`config.mk`:
```
export PLATFORM = sky130hd
export DESIGN_NAME = string_to_can_frame_segmenter
export DESIGN_NICKNAME = d
export VERILOG_FILES = /design/src/scfs_pkg.sv /design/src/string_to_can_frame_segmenter.sv /design/src/scfs_front.sv /design/src/scfs_queue.sv /design/src/scfs_back.sv
export SDC_FILE = /design/constraint.sdc
export NUM_CORES = 1
export LEC_CHECK = 0
export ABC_AREA = 1
export BUFFER_PORTS_ARGS = -buffer_cell sky130_fd_sc_hd__buf_4
export CORE_ASPECT_RATIO = 0.7
export CORE_UTILIZATION = 45
export DETAILED_ROUTE_END_ITERATION = 6
export PLACE_DENSITY_LB_ADDON = 0.2
export SETUP_SLACK_MARGIN = 0.2
export SKIP_LAST_GASP = 1
export SYNTH_ARGS = -nofsm -noshare
export SYNTH_HDL_FRONTEND = slang
export SYNTH_SLANG_ARGS = --single-unit
export TNS_END_PERCENT = 1
```
`constraint.sdc`:
```
create_clock -name clock -period 2.14 [get_ports clock]
set_input_delay 0 -clock clock [delete_from_list [all_inputs] [get_ports clock]]
set_output_delay 0 -clock clock [all_outputs]
set_load 0.01 [all_outputs]
```
`src/scfs_pkg.sv`:
```
// Shared types and constants for the string to CAN frame segmenter.
// No dependencies.
`default_nettype none
package scfs_pkg;

   localparam int CharW       = 8;
   localparam int SidW        = 11;
   localparam int IdWordW     = 13;
   localparam int LenW        = 4;
   localparam int WordW       = 16;
   localparam int NumWords    = 3;
   localparam int SlotW       = 2;
   localparam int ReqDataW    = 24;
   localparam int RspDataW    = 88;
   localparam int QueueDepth  = 2;

   localparam logic [LenW-1:0]  FrameLen      = 4'd8;
   localparam logic [WordW-1:0] BytesPerFrame = 16'd6;
   localparam logic [CharW-1:0] EndChar       = 8'h00;
   localparam logic [SlotW-1:0] LastSlot      = 2'd2;
   localparam logic [SlotW-1:0] FirstSlot     = 2'd0;

   typedef struct packed {
      logic [CharW-1:0] ch;
      logic [SidW-1:0]  sid;
      logic [SlotW-1:0] slot;
      logic             high;
      logic             full;
      logic             last;
   } cmd_type;

endpackage
`default_nettype wire

```
`src/string_to_can_frame_segmenter.sv`:
```
// String to CAN frame segmenter, top level.
// Depends on scfs_pkg, scfs_front, scfs_queue and scfs_back.
//
// Usage: characters of zero-terminated strings enter on the req_ stream, one per
// transfer, each with the 11-bit identifier for its frames. Bytes are packed low
// byte first into data words 1 to 3; word 0 carries the byte offset of the frame
// within its string. A frame leaves on the rsp_ stream after six bytes or after
// the zero byte, which is packed too and marked by rsp_tlast.
// Path: the byte that completes a frame passes through the queue, then the output
// register, before the frame can transfer on the rsp_ stream.
// Throughput: one character per cycle unless a completed frame meets a full output
// register and rsp_tready low; a frame waits there as characters go through the queue.
// Stall: with rsp_tready low the output register holds its frame; the command
// queue fills and req_tready drops once it holds QUEUE_DEPTH commands.
// Reset: position returns to word 1 low byte, offset to 0, data words to zero,
// the queue and the output register empty.
`default_nettype none
module string_to_can_frame_segmenter #(
   parameter int QUEUE_DEPTH = scfs_pkg::QueueDepth
) (
   input  wire                            clock,
   input  wire                            reset,
   input  wire                            req_tvalid,
   output logic                           req_tready,
   // character [7:0], identifier [18:8], zero [23:19]
   input  wire [scfs_pkg::ReqDataW-1:0]   req_tdata,
   output logic                           rsp_tvalid,
   input  wire                            rsp_tready,
   // id_word [12:0], length_bytes [16:13], offset_word [32:17],
   // data_word_one [48:33], data_word_two [64:49], data_word_three [80:65],
   // zero [87:81]
   output logic [scfs_pkg::RspDataW-1:0]  rsp_tdata,
   output logic                           rsp_tlast
);
   import scfs_pkg::*;

   cmd_type            front_cmd;
   cmd_type            back_cmd;
   logic               accept;
   logic               q_not_empty;
   logic               q_pop;
   logic [IdWordW-1:0] id_word;
   logic [LenW-1:0]    length_bytes;
   logic [WordW-1:0]   offset_word;
   logic [WordW-1:0]   data_word_one;
   logic [WordW-1:0]   data_word_two;
   logic [WordW-1:0]   data_word_three;

   assign accept = req_tvalid && req_tready;

   scfs_front u_front (
      .clock  (clock),
      .reset  (reset),
      .ch     (req_tdata[CharW-1:0]),
      .sid    (req_tdata[CharW+SidW-1:CharW]),
      .accept (accept),
      .cmd    (front_cmd)
   );

   scfs_queue #(
      .DEPTH (QUEUE_DEPTH)
   ) u_queue (
      .clock     (clock),
      .reset     (reset),
      .push_cmd  (front_cmd),
      .push      (accept),
      .not_full  (req_tready),
      .pop_cmd   (back_cmd),
      .not_empty (q_not_empty),
      .pop       (q_pop)
   );

   scfs_back u_back (
      .clock           (clock),
      .reset           (reset),
      .cmd             (back_cmd),
      .cmd_valid       (q_not_empty),
      .cmd_pop         (q_pop),
      .frame_valid     (rsp_tvalid),
      .frame_ready     (rsp_tready),
      .id_word         (id_word),
      .length_bytes    (length_bytes),
      .offset_word     (offset_word),
      .data_word_one   (data_word_one),
      .data_word_two   (data_word_two),
      .data_word_three (data_word_three),
      .last_of_string  (rsp_tlast)
   );

   assign rsp_tdata = {7'd0, data_word_three, data_word_two, data_word_one,
                       offset_word, length_bytes, id_word};

endmodule
`default_nettype wire

```
`src/scfs_front.sv`:
```
// Front end: tracks byte position and classifies each character into a command.
// Depends on scfs_pkg.
`default_nettype none
module scfs_front (
   input  wire                        clock,
   input  wire                        reset,
   input  wire [scfs_pkg::CharW-1:0]  ch,
   input  wire [scfs_pkg::SidW-1:0]   sid,
   input  wire                        accept,
   output scfs_pkg::cmd_type          cmd
);
   import scfs_pkg::*;

   logic             high_ff, high_in;
   logic [SlotW-1:0] slot_ff, slot_in;
   logic             full;
   logic             last;

   assign last = (ch == EndChar);
   assign full = high_ff && (slot_ff == LastSlot);

   always_comb begin
      high_in = high_ff;
      slot_in = slot_ff;
      if (accept) begin
         if (last) begin
            high_in = 1'b0;
            slot_in = FirstSlot;
         end else if (!high_ff) begin
            high_in = 1'b1;
         end else begin
            high_in = 1'b0;
            slot_in = full ? FirstSlot : slot_ff + SlotW'(1);
         end
      end
   end

   always_ff @(posedge clock) begin
      if (reset) begin
         high_ff <= 1'b0;
         slot_ff <= FirstSlot;
      end else begin
         high_ff <= high_in;
         slot_ff <= slot_in;
      end
   end

   assign cmd.ch   = ch;
   assign cmd.sid  = sid;
   assign cmd.slot = slot_ff;
   assign cmd.high = high_ff;
   assign cmd.full = full;
   assign cmd.last = last;

endmodule
`default_nettype wire

```
`src/scfs_queue.sv`:
```
// Short command queue between the front and back ends.
// Depends on scfs_pkg.
`default_nettype none
module scfs_queue #(
   parameter int DEPTH = scfs_pkg::QueueDepth
) (
   input  wire                clock,
   input  wire                reset,
   input  scfs_pkg::cmd_type  push_cmd,
   input  wire                push,
   output logic               not_full,
   output scfs_pkg::cmd_type  pop_cmd,
   output logic               not_empty,
   input  wire                pop
);
   import scfs_pkg::*;

   localparam int PtrW = (DEPTH > 1) ? $clog2(DEPTH) : 1;
   localparam int CntW = $clog2(DEPTH + 1);

   cmd_type           entry_ff [DEPTH];
   logic [PtrW-1:0]   wr_ff, wr_in;
   logic [PtrW-1:0]   rd_ff, rd_in;
   logic [CntW-1:0]   cnt_ff, cnt_in;
   logic              do_push, do_pop;

   assign not_full  = (cnt_ff != CntW'(DEPTH));
   assign not_empty = (cnt_ff != '0);
   assign do_push   = push && not_full;
   assign do_pop    = pop && not_empty;
   assign pop_cmd   = entry_ff[rd_ff];

   always_comb begin
      wr_in  = wr_ff;
      rd_in  = rd_ff;
      cnt_in = cnt_ff;
      if (do_push) begin
         wr_in = (wr_ff == PtrW'(DEPTH - 1)) ? '0 : wr_ff + PtrW'(1);
      end
      if (do_pop) begin
         rd_in = (rd_ff == PtrW'(DEPTH - 1)) ? '0 : rd_ff + PtrW'(1);
      end
      if (do_push && !do_pop) begin
         cnt_in = cnt_ff + CntW'(1);
      end else if (do_pop && !do_push) begin
         cnt_in = cnt_ff - CntW'(1);
      end
   end

   always_ff @(posedge clock) begin
      if (reset) begin
         wr_ff  <= '0;
         rd_ff  <= '0;
         cnt_ff <= '0;
      end else begin
         wr_ff  <= wr_in;
         rd_ff  <= rd_in;
         cnt_ff <= cnt_in;
      end
   end

   always_ff @(posedge clock) begin
      if (do_push) begin
         entry_ff[wr_ff] <= push_cmd;
      end
   end

endmodule
`default_nettype wire

```
`src/scfs_back.sv`:
```
// Back end: packs bytes into data words, keeps the offset and registers frames.
// Depends on scfs_pkg.
`default_nettype none
module scfs_back (
   input  wire                          clock,
   input  wire                          reset,
   input  scfs_pkg::cmd_type            cmd,
   input  wire                          cmd_valid,
   output logic                         cmd_pop,
   output logic                         frame_valid,
   input  wire                          frame_ready,
   output logic [scfs_pkg::IdWordW-1:0] id_word,
   output logic [scfs_pkg::LenW-1:0]    length_bytes,
   output logic [scfs_pkg::WordW-1:0]   offset_word,
   output logic [scfs_pkg::WordW-1:0]   data_word_one,
   output logic [scfs_pkg::WordW-1:0]   data_word_two,
   output logic [scfs_pkg::WordW-1:0]   data_word_three,
   output logic                         last_of_string
);
   import scfs_pkg::*;

   logic [WordW-1:0]   words_ff [NumWords];
   logic [WordW-1:0]   words_in [NumWords];
   logic [WordW-1:0]   offset_ff, offset_in;
   logic               valid_ff, valid_in;
   logic               emit;
   logic [IdWordW-1:0] id_ff;
   logic [WordW-1:0]   off_out_ff;
   logic [WordW-1:0]   d1_ff, d2_ff, d3_ff;
   logic               last_ff;

   assign emit    = cmd.full || cmd.last;
   assign cmd_pop = cmd_valid && (!emit || !valid_ff || frame_ready);

   always_comb begin
      for (int i = 0; i < NumWords; i++) begin
         words_in[i] = words_ff[i];
         if (cmd_pop && (cmd.slot == SlotW'(i))) begin
            if (cmd.high) begin
               words_in[i] = words_ff[i] | {cmd.ch, {CharW{1'b0}}};
            end else begin
               words_in[i] = {{(WordW-CharW){1'b0}}, cmd.ch};
            end
         end
      end
   end

   always_comb begin
      offset_in = offset_ff;
      valid_in  = valid_ff && !frame_ready;
      if (cmd_pop && emit) begin
         valid_in  = 1'b1;
         offset_in = cmd.last ? '0 : offset_ff + BytesPerFrame;
      end
   end

   always_ff @(posedge clock) begin
      if (reset) begin
         for (int i = 0; i < NumWords; i++) begin
            words_ff[i] <= '0;
         end
         offset_ff <= '0;
         valid_ff  <= 1'b0;
      end else begin
         for (int i = 0; i < NumWords; i++) begin
            words_ff[i] <= words_in[i];
         end
         offset_ff <= offset_in;
         valid_ff  <= valid_in;
      end
   end

   always_ff @(posedge clock) begin
      if (cmd_pop && emit) begin
         id_ff      <= {cmd.sid, 2'b00};
         off_out_ff <= offset_ff;
         d1_ff      <= words_in[0];
         d2_ff      <= words_in[1];
         d3_ff      <= words_in[2];
         last_ff    <= cmd.last;
      end
   end

   assign frame_valid     = valid_ff;
   assign id_word         = id_ff;
   assign length_bytes    = FrameLen;
   assign offset_word     = off_out_ff;
   assign data_word_one   = d1_ff;
   assign data_word_two   = d2_ff;
   assign data_word_three = d3_ff;
   assign last_of_string  = last_ff;

endmodule
`default_nettype wire
```
-- Word-level counts from Yosys, hierarchy flattened
Memory sizes are Yosys's and may differ from the RTL's. A register that Yosys moved wholly into a read port is not among the register bits.
Cells that the tools add are included.
- $add $sub $neg: 6
- bitwise logic cells: 6
- equal/unequal tests: 4
- reductions and logical operators: 26
- mux-type cells: 27
- operators with widths (kind ; count):
    16-bit two-way mux ; 10
    16-bit bitwise OR ; 3
    16-bit by 3-bit adder with 16-bit output, second input constant ; 1
    1-bit logical AND ; 12
    1-bit two-way mux ; 12
    2-bit two-way mux ; 5
    8-bit logical NOT ; 1
    2-bit nonzero test ; 3
    1-bit logical NOT ; 5
    2-bit by 1-bit adder with 2-bit output, second input constant ; 2
    2-bit equality test, second input constant ; 2
    1-bit logical OR ; 3
    1-bit bitwise OR ; 3
    1-bit adder, second input constant ; 2
    2-bit by 1-bit equality test with 1-bit output, second input constant ; 1
    2-bit logical NOT ; 1
    2-bit inequality test, second input constant ; 1
    2-bit AND reduction ; 1
    2-bit by 1-bit subtractor with 2-bit output, second input constant ; 1
- bits in registers: 100
- memories kept: 2
- output and inout bits: 91
- bits in writable memories: 96
- memory list (name ; words ; bits a word ; read ports ; clocked after Yosys merged registers in ; wr ports ; line ; text):
    u_back.words_ff ; 3 ; 16 ; 3 ; 0 ; 3 ; scfs_back.sv:22 ; logic [WordW-1:0] words_ff [NumWords];
    u_queue.entry_ff ; 2 ; 24 ; 1 ; 1 ; 1 ; scfs_queue.sv:21 ; cmd_type entry_ff [DEPTH];

-- Logic depth before layout (Yosys ltp)
Gate-level depths: netlist of run 1.
- word-level depth: 9
- depth in mapped cells: 13
- mapped depth without buffers: 11

-- By module
From an unflattened synthesis of run 1, not the netlist that was laid out.
- cell total of the unflattened synthesis: 752
- area, all modules: 8026.4 um^2
- modules (own cells, without submodules) (module ; times used ; sequential area each (um^2) ; cells each ; area an instance (um^2)):
    scfs_back ; 1 ; 3533.4 ; 562 ; 5465.2
    scfs_queue ; 1 ; 1541.5 ; 112 ; 2077.0
    scfs_front ; 1 ; 60.1 ; 68 ; 420.4
    string_to_can_frame_segmenter ; 1 ; 0.0 ; 10 ; 63.8

-- Worst setup path before layout of run 1
Ideal clock, no wire load.
- path kind: flip-flop to flip-flop
- from: reg u_queue.cnt_ff[0]
- to: mem u_queue.entry_ff[1][0] (netlist bit) (enable)
- path buffers: 0
- data required time: 1.734 ns
- cell stages (with the launch flop): 5
- period minus slack after synthesis: 2.098 ns
- setup time: 0.406 ns
- arrival: 1.692 ns
- path slack: 0.042 ns
- path through: dfxtp_1 inv_1 nand2_1 nand2_1 nor2_1
- word-level cells in the longest chain between the ends: 5
- RTL lines (element ; line ; text):
    start, declared ; scfs_queue.sv:24 ; logic [CntW-1:0] cnt_ff, cnt_in;
    start signal, assigned ; scfs_queue.sv:58 ; cnt_ff <= cnt_in;
    2-bit inequality test (*) ; scfs_queue.sv:27 ; assign not_full = (cnt_ff != CntW'(DEPTH));
    named net req_tready ; string_to_can_frame_segmenter.sv:24 ; output logic req_tready,
    1-bit logical AND ; string_to_can_frame_segmenter.sv:49 ; assign accept = req_tvalid && req_tready;
    1-bit logical AND (*) ; scfs_queue.sv:29 ; assign do_push = push && not_full;
    1-bit two-way mux (*) ; scfs_queue.sv:63 ; if (do_push) begin
    1-bit two-way mux (not written as such) (*) ; scfs_queue.sv:64 ; entry_ff[wr_ff] <= push_cmd;
    end, declared ; scfs_queue.sv:21 ;
The timed path passes the listed nets; every way through them passes the cells marked *.

==> out/results.tsv, run 1 <==
metric	value	unit
via count	5983	
worst slew pin tran	650	ps
Synth async-reset ratio	0	%
FILL cells	1585	
Yosys cell types	31	
register area share after synthesis	62.2	%
worst setup path category	flip-flop to flip-flop	
clock sink count	195	
DR WL/cell	14.9	um
Die Width	164	um
root buffer cell	clkbuf_16	
drt initial violations	372	
outcome	complete, no violations	
initial antenna violation count	0	
htree depth	4	
Tot GR Track Use	19.6	%
Vias per Instance	4.98	
starting density of the core	45.9	%
Final HPWL DP	11500	um
largest net degree at the start of global routing	55	
GRT overflow	0	
pre-CTS setup slack	156	ps
PnR worst setup slack	383	ps
Port Buf Inserts	99	
Slew headroom	56.7	%
total CTS buffers	17	
Synth area leader	edfxtp_1	
Max-cap violations	0	
post-route clock period utilization	82.1	%
Final ANT Viol Nets	0	
Yosys reg bits	195	
Post-Route Skew	8.80	ps
share of cells above drive strength 1	21.6	%
final slew viol count	0	
NumNets Final	983	
gpl congestion	0.770	
Cell Pwr Density	1430	mW/mm^2
diodes inserted	0	
IO Count	119	
Final min period	1760	ps
synthesized area	0.00826	mm^2
first-pass GRT wire length	28200	um
critical path data required time	2320	ps
WP data arrival	1940	ps
hold slack final	281	ps
drt first pass iters	5	
Synth top area share	44.7	%
Post-synth EDFFs	123	
Final TNS setup	0	ps
Worst-path clk slew	70	ps
Skew-Pair Late Insertion Delay	440	ps
Detailed Route WL	17900	um
HP Class	input pin to flip-flop	
dominant synthesized flop cell	edfxtp_1	
Max Clk Rate	569	MHz
Post-Synthesis Cells	823	
final core utilization	56.0	%
DRC Markers	0	
Synth area leaders	edfxtp_1, dfxtp_1, nand2_1	
core region area	0.0180	mm^2
vias in the first global route	5442	
Max rail drop VDD	0.751	mV
Final Hold Fails	0	
die height	115	um
syn avg cell area	10.0	um^2
area grow syn2layout	22.0	%
CTS tree	done	
LEAKAGE	4.29	nW
Critical Path Source Type	flip-flop	
Die ar.	0.0189	mm^2
Clock Path Buffers	2	
crit end category	flip-flop	
synthesis warning total	0	
RSZ-0062 raised after global routing	false	
FP Rows	41	
CP Max Fanout	16	
endpoints failing setup	0	
stage by stage:
stage | area [um^2] | cells | total power, mW
2_1_floorplan | 8310 | 835 | 9.08
3_3_place_gp | 9210 | 1142 | 11.1
3_5_place_dp | 9210 | 1142 | 11.2
4_1_cts | 10000 | 1196 | 14.4
5_1_grt | 10100 | 1202 | 15.3
6_report | 10100 | 1202 | 14.4
layout make-up:
type	instances	area [um^2]	area share [%]
Inverter	58	231	2.30
Clock buffer	17	425	4.22
Clock inverter	15	163	1.61
Tap cell	236	295	2.93
Timing Repair Buffer	147	1200	11.9
Multi-Input combinational cell	534	2630	26.1
Sequential cell	195	5140	51.0
layout by cell type (no fill, tap or decap):
master and count:
nand2_1 238, edfxtp_1 123, buf_4 122, dfxtp_1 71, a21oi_1 64, inv_1 50
nand4_1 48, nor2_1 44, nand3_1 31, nand2_2 27, nand3b_1 26, dlygate4sd3_1 22
clkbuf_16 17, conb_1 14, o21ai_0 13, nand2_4 9, inv_6 6, clkinv_1 4
nor3_1 4, clkinvlp_4 4, nand3_4 3, inv_8 3, buf_12 3, clkinv_8 2
nor2_4 2, inv_2 2, a21oi_4 2, nor2_2 2, o21ai_1 2, ha_1 2
nand3_2 1, clkinv_2 1, nand2_8 1, xor2_1 1, dfxtp_4 1, bufinv_16 1
synth_stat cells (3+ instances only):
cell type / n
nand3b_1: 26
inv_2: 3
nand2_1: 238
nand3_4: 3
nand2_4: 7
nor3_1: 4
a21oi_1: 64
inv_1: 50
buf_2: 12
nand2_2: 28
o21ai_0: 15
clkinv_1: 4
nand4_1: 48
nand3_1: 31
edfxtp_1: 123
buf_4: 18
clkbuf_1: 8
buf_6: 7
nor2_1: 46
dfxtp_1: 72
flip-flops by register name, summed over array words and instances (netlist names), 2 cells and up, named ones only:
| register | count |
|---|---|
| u_back.data_word_two | 16 |
| u_queue.entry_ff | 48 |
| u_back.words_ff | 48 |
| u_queue.cnt_ff | 2 |
| u_back.id_word | 11 |
| u_front.slot_ff | 2 |
| u_back.offset_ff | 15 |
| u_back.offset_word | 15 |
| u_back.data_word_one | 16 |
| u_back.data_word_three | 16 |
logic make-up (layout without fill, tap and decap cells):
kind of cell,count (synthesis),count (layout),share of synthesized area [%]
other cells,2,14,0.0909
flops,195,195,62.2
fa+ha+maj,2,2,0.303
buf+inv,107,237,6.86
compound gates,81,81,5.18
xor+xnor,1,1,0.106
simple gates,435,436,25.3
repair_timing:
action	CTS	global route
pin swaps	0	1
hold buffers	22	0
buffers inserted	0	5
endpoints found under the hold margin	47	0
cloned	0	1
setup endpoints to repair	1	1
gates resized for setup	1	6
routing by layer:
metal,routed length (um),global-route usage (%)
met1,8710,27.9
met2,8080,30.3
met4,192,5.62
met5,0,0
met3,934,4.33
worst max-delay path, cell delays in order (launching register included):
cell and delay, ps:
dfxtp_4 400, clkinv_8 60, buf_4 170, nand2_4 90, nand2_4 70, a21oi_4 150, nand3_4 270, nand2_1 170
nand2_1 100
worst paths after layout:
check	from	end	slack, ps	cells past startpoint
setup / recovery	flip-flop	u_back.data_word_two[15]	380	8
hold / removal	req_tdata[14]	u_queue.entry_ff[1][11]	280	2
setup reg to reg	flip-flop	u_back.data_word_two[15]	380	8
hold reg to reg	u_back.offset_ff[15]	u_back.offset_word[15]	460	0
where the power goes:
part / leakage, nW / total, mW / switching [mW] / internal [mW]
Combinational: 2.25 / 5.43 / 3.43 / 2.00
Sequential: 1.76 / 5.79 / 0.399 / 5.39
Clock: 0.276 / 3.18 / 1.53 / 1.66
Power figures use the tool's default switching activity.
==> run 2, diff against run 1 <==
==> constraint.sdc (replaced) <==
create_clock -name clock -period 1.75 [get_ports clock]
set_input_delay 0 -clock clock [delete_from_list [all_inputs] [get_ports clock]]
set_output_delay 0 -clock clock [all_outputs]
set_load 0.01 [all_outputs]
==> run 2 against run 1 <==
Core utilization grew 1.8 points. Die area is the same. Non-clock buffer count up 25. Sequential power rose by 23%. Wire length is 5.6% higher. Hold slack better by 15 ps. Fmax up 5.6%. Critical path depth is 2 higher. Largest power group is now combinational cells.
==> out/results.tsv, run 2 (synthesized netlist as in run 1, its figures left out) <==
metric	value	unit
outcome	complete, no violations	
root buffer cell	clkbuf_16	
share of cells above drive strength 1	24.3	%
largest net degree at the start of global routing	54	
WP data arrival	1850	ps
Die Width	164	um
DR WL/cell	15.4	um
Vias per Instance	5.04	
post-place instance area	0.00936	mm^2
drt initial violations	451	
core region area	0.0180	mm^2
final instance area	0.0104	mm^2
Final Hold Fails	0	
diodes inserted	0	
FILL cells	1562	
Final min period	1660	ps
LEAKAGE	4.46	nW
crit end category	flip-flop	
Final TNS setup	0	ps
die height	115	um
Critical Path Source Type	flip-flop	
NumNets Final	1008	
starting density of the core	45.9	%
FP Rows	41	
vias in the first global route	5698	
worst setup path category	flip-flop to flip-flop	
GRT overflow	0	
Skew-Pair Late Insertion Delay	440	ps
initial antenna violation count	0	
drt first pass iters	5	
post-route clock period utilization	95.1	%
area grow syn2layout	26.0	%
Max rail drop VDD	0.987	mV
HP Class	input pin to flip-flop	
Post-Route Skew	10.2	ps
gpl congestion	0.784	
critical path data required time	1930	ps
most frequent cells in the layout	nand2_1, buf_4, edfxtp_1, dfxtp_1, a21oi_1	
clock sink count	195	
most common cell after layout, fill and taps aside	nand2_1	
final slew viol count	0	
Max Clk Rate	601	MHz
Max-cap violations	0	
CTS tree	done	
first-pass GRT wire length	29600	um
endpoints failing setup	0	
htree depth	4	
Cell Pwr Density	1760	mW/mm^2
Slew headroom	57.0	%
Clock Path Buffers	2	
Worst-path clk slew	70	ps
via count	6186	
Detailed Route WL	18900	um
Port Buf Inserts	99	
RSZ-0062 raised after global routing	true	
Final HPWL DP	12000	um
CP Max Fanout	24	
DRC Markers	0	
Top Registers	u_back.words_ff x48, u_queue.entry_ff x48	
Die ar.	0.0189	mm^2
Final ANT Viol Nets	0	
hold slack final	296	ps
total CTS buffers	17	
IO Count	119	
Tot GR Track Use	20.7	%
worst slew pin tran	644	ps
[run 2: changes by cell type in the layout (fill, tap and decap cells not counted), moves of 2 or more]
cell      change
clkinv_2      +4
clkbuf_1      +2
buf_12        +7
clkinv_8      -2
inv_8         -3
buf_4        +15
nand2_2       +3
nand2_1       -8
buf_6         +2
inv_6         -5
nand2_4       +4
clkinv_4      +3
[run 2: final timing paths]
| path | from | end | slack, ps | cells after the start |
|---|---|---|---|---|
| min reg2reg | u_back.offset_ff[13] | u_back.offset_word[13] | 480 | 0 |
| max reg2reg | flip-flop | u_back.data_word_one[11] | 90 | 10 |
| max | flip-flop | u_back.data_word_one[11] | 90 | 10 |
| min | req_tdata[17] | u_queue.entry_ff[0][14] | 300 | 2 |
[run 2: per-layer routing]
layer	vias to the layer above	global-route usage (%)	part of all wire, %
met1	2902	28.1	47
met2	196	33.0	45
met3	27	4.04	5.9
met4	0	8.02	2.0
met5	-	0	0
li1	3061	-	-
[run 2: area by class of cell]
type / count / area [um^2] / area share (%)
clock buffers: 19 / 433 / 4.16
clock inverters: 13 / 111 / 1.07
inverters: 58 / 231 / 2.22
multi-input cells: 534 / 2700 / 25.9
flip-flops and latches: 195 / 5140 / 49.3
well taps: 236 / 295 / 2.84
repair buffers: 172 / 1500 / 14.4
[run 2: per-stage QoR]
stage | power (mW) | instances | util, % | worst slack [ps]
floorplan | 11.1 | 835 | - | 35.8
global placement | 14.0 | 1156 | 52.0 | 41.6
detailed placement | 14.1 | 1156 | 52.0 | 5.63
CTS | 18.3 | 1224 | 57.5 | 95.4
global route | 19.3 | 1227 | 57.8 | 11.7
finish | 18.3 | 1227 | 57.8 | 85.7
[run 2: what timing repair did]
| item | in CTS | in global routing |
|---|---|---|
| hold buffers | 22 | 0 |
| gates cloned | 2 | 0 |
| gates resized for setup | 12 | 9 |
| hold endpoints to repair | 46 | 0 |
| endpoints found under the setup margin | 138 | 187 |
| pin swaps | 6 | 5 |
| buffers inserted | 12 | 3 |
[run 2: worst max-delay path, cell delays in order (launching register included)]
cell	delay, ps
dfxtp_2	360
buf_12	130
buf_4	110
nand2_2	60
nand2_4	150
inv_2	60
buf_12	160
nand2_1	70
clkinv_1	90
nand4_1	140
nand2_1	80
[run 2: power breakdown]
part / switching (mW) / internal, mW / leakage [nW]
Combinational: 4.49 / 3.04 / 2.44
Sequential: 0.507 / 6.59 / 1.76
Clock: 1.72 / 1.96 / 0.261
==> run 3, diff against run 2 <==
--- a/config.mk
+++ b/config.mk
@@ -10,7 +10,7 @@
 export CORE_ASPECT_RATIO = 0.7
 export CORE_UTILIZATION = 45
 export DETAILED_ROUTE_END_ITERATION = 6
-export PLACE_DENSITY_LB_ADDON = 0.2
+export PLACE_DENSITY = 0.62
 export SETUP_SLACK_MARGIN = 0.2
 export SKIP_LAST_GASP = 1
 export SYNTH_ARGS = -nofsm -noshare
==> run 3 against run 2 <==
Wire length decreased by 4.9%. Die area unchanged. Global-route usage decreased by 1.0 points. Count of clock-buffer cells in the layout decreased by 2. First-iteration DRC count decreased by 25%. Total power about the same. Sequential power about the same. Non-clock buffer count decreased by 8. Core utilization decreased by 0.27 points. Sequential cell count unchanged.
==> out/results.tsv, run 3 (synthesized netlist as in run 1, its figures left out) <==
metric	value	unit
outcome	complete, no violations	
DRC Markers	0	
starting density of the core	45.9	%
Vias per Instance	5.02	
initial antenna violation count	0	
CTS tree	done	
diodes inserted	0	
Detailed Route WL	18000	um
critical-path cell list	buf_12, inv_12, buf_4, nand2_1, nand2_1, nand2_1, nand2_1, nand4_1, nand2_1	
Worst-path clk slew	80	ps
total CTS buffers	17	
share of cells above drive strength 1	23.9	%
storage element area	0.00514	mm^2
FILL cells	1547	
Skew-Pair Late Insertion Delay	440	ps
GR Layer Usage met3	4.04	%
LEAKAGE	4.43	nW
Top Usage Layer GRT	met2	
largest delay contributor family on the critical path	simple AND/OR/NAND/NOR gates	
Max rail drop VDD	0.917	mV
area of the multi-input gates	0.00270	mm^2
RSZ-0062 raised after global routing	true	
Port Buf Inserts	99	
Worst path depth	9	
post-place instance area	0.00940	mm^2
htree depth	4	
worst reg2reg path depth	9	
final slew viol count	0	
via count	6113	
Die ar.	0.0189	mm^2
hold slack final	285	ps
WP data arrival	1820	ps
Slew headroom	56.6	%
drt initial violations	338	
die height	115	um
met2 GRT Util	30.4	%
Final TNS setup	0	ps
area grow syn2layout	25.4	%
crit end category	flip-flop	
first-pass GRT wire length	28300	um
CP peak stage delay	340	ps
reg-to-reg endpoint	u_back.data_word_one[6]	
HP Class	input pin to flip-flop	
Max-cap violations	0	
DR WL/cell	14.8	um
root buffer cell	clkbuf_16	
Final min period	1630	ps
CP most frequent cell	nand2_1	
gpl congestion	0.746	
Top Registers	u_back.words_ff x48, u_queue.entry_ff x48	
final instance area	0.0104	mm^2
Tot GR Track Use	19.7	%
CP Max Fanout	10	
Worst setup endpoint	u_back.data_word_one[6]	
most frequent cells in the layout	nand2_1, buf_4, edfxtp_1, dfxtp_1, a21oi_1	
core region area	0.0180	mm^2
most common cell after layout, fill and taps aside	nand2_1	
met1 usage	27.9	%
FP Rows	41	
slowest cell on the critical path	dfxtp_2	
worst setup path category	flip-flop to flip-flop	
largest net degree at the start of global routing	54	
Cell Pwr Density	1770	mW/mm^2
Critical Path Source Type	flip-flop	
Post-Route Skew	10.3	ps
reg-to-reg setup timing slack	120	ps
Clock Path Buffers	2	
worst path buffer plus inverter count	3	
Die Width	164	um
critical path data required time	1940	ps
GRT overflow	0	
endpoints failing setup	0	
Final ANT Viol Nets	0	
Final HPWL DP	11400	um
vias in the first global route	5524	
NumNets Final	999	
drt first pass iters	5	
Max Clk Rate	615	MHz
final core utilization	57.6	%
post-route clock period utilization	92.9	%
clock sink count	195	
IO Count	119	
Final Hold Fails	0	
worst slew pin tran	651	ps
## run 3: cell types whose count changed in the layout (fill, tap and decap cells not counted), moves of 2 or more
| cell | delta |
|---|---|
| buf_12 | -2 |
| inv_8 | +4 |
| clkinvlp_4 | -2 |
| nand2_4 | -2 |
| clkinv_4 | -3 |
| inv_6 | +7 |
| clkinv_2 | -4 |
| clkbuf_1 | -2 |
| buf_4 | -6 |
## run 3: layout make-up
cell class	count	area share (%)
sequential	195	49.6
multi-input combinational	533	26.0
timing repair buffer	164	13.5
clock buffer	17	4.10
tap	236	2.85
inverter	58	2.23
clock inverter	15	1.76
## run 3: through the flow
step	worst slack [ps]	power, mW	instances
after floorplan	35.8	11.1	835
after global placement	47.9	13.9	1158
after detailed placement	43.1	14.0	1158
after CTS	116	18.3	1216
after global routing	34.3	19.4	1218
final	124	18.3	1218
## run 3: worst min path at each step
stage / startpoint / slack (ps) / endpoint / depth (start not counted)
CTS: req_tdata[9] / 270 / u_queue.entry_ff[0][6] / 2
finish: req_tdata[16] / 280 / u_queue.entry_ff[1][13] / 2
global route: req_tdata[9] / 270 / u_queue.entry_ff[1][6] / 2
detailed placement: req_tdata[9] / 190 / u_queue.entry_ff[1][6] / 1
floorplan: req_tdata[13] / 100 / u_queue.entry_ff[0][10] / 0
global placement: req_tdata[11] / 190 / u_queue.entry_ff[1][8] / 1
## run 3: worst register-to-register path, stage by stage, from the launching register on
cell and delay (ps):
dfxtp_2 340, buf_12 140, inv_12 50, buf_4 180
nand2_1 160, nand2_1 110, nand2_1 150, nand2_1 90
nand4_1 120, nand2_1 60
## run 3: what timing repair did
| item | 4_1_cts | 5_1_grt |
|---|---|---|
| pin swaps | 4 | 6 |
| resized for setup | 8 | 14 |
| endpoints found under the hold margin | 46 | 0 |
| setup endpoints to repair | 166 | 188 |
| hold buffers | 22 | 0 |
| buffers inserted | 4 | 2 |
## run 3: report_power, final
group          total [mW]  switching, mW  internal, mW
Sequential           7.07          0.480          6.59
Combinational        7.16           4.37          2.80
Clock                4.06           1.88          2.18
Total                18.3           6.72          11.6
## run 3: layer usage
| layer | wire length [um] | up-vias | share of wire (%) |
|---|---|---|---|
| met5 | 0 | - | 0 |
| met4 | 225 | 0 | 1.3 |
| met3 | 1010 | 16 | 5.6 |
| met2 | 7970 | 187 | 44 |
| met1 | 8780 | 2861 | 49 |
| li1 | - | 3049 | - |
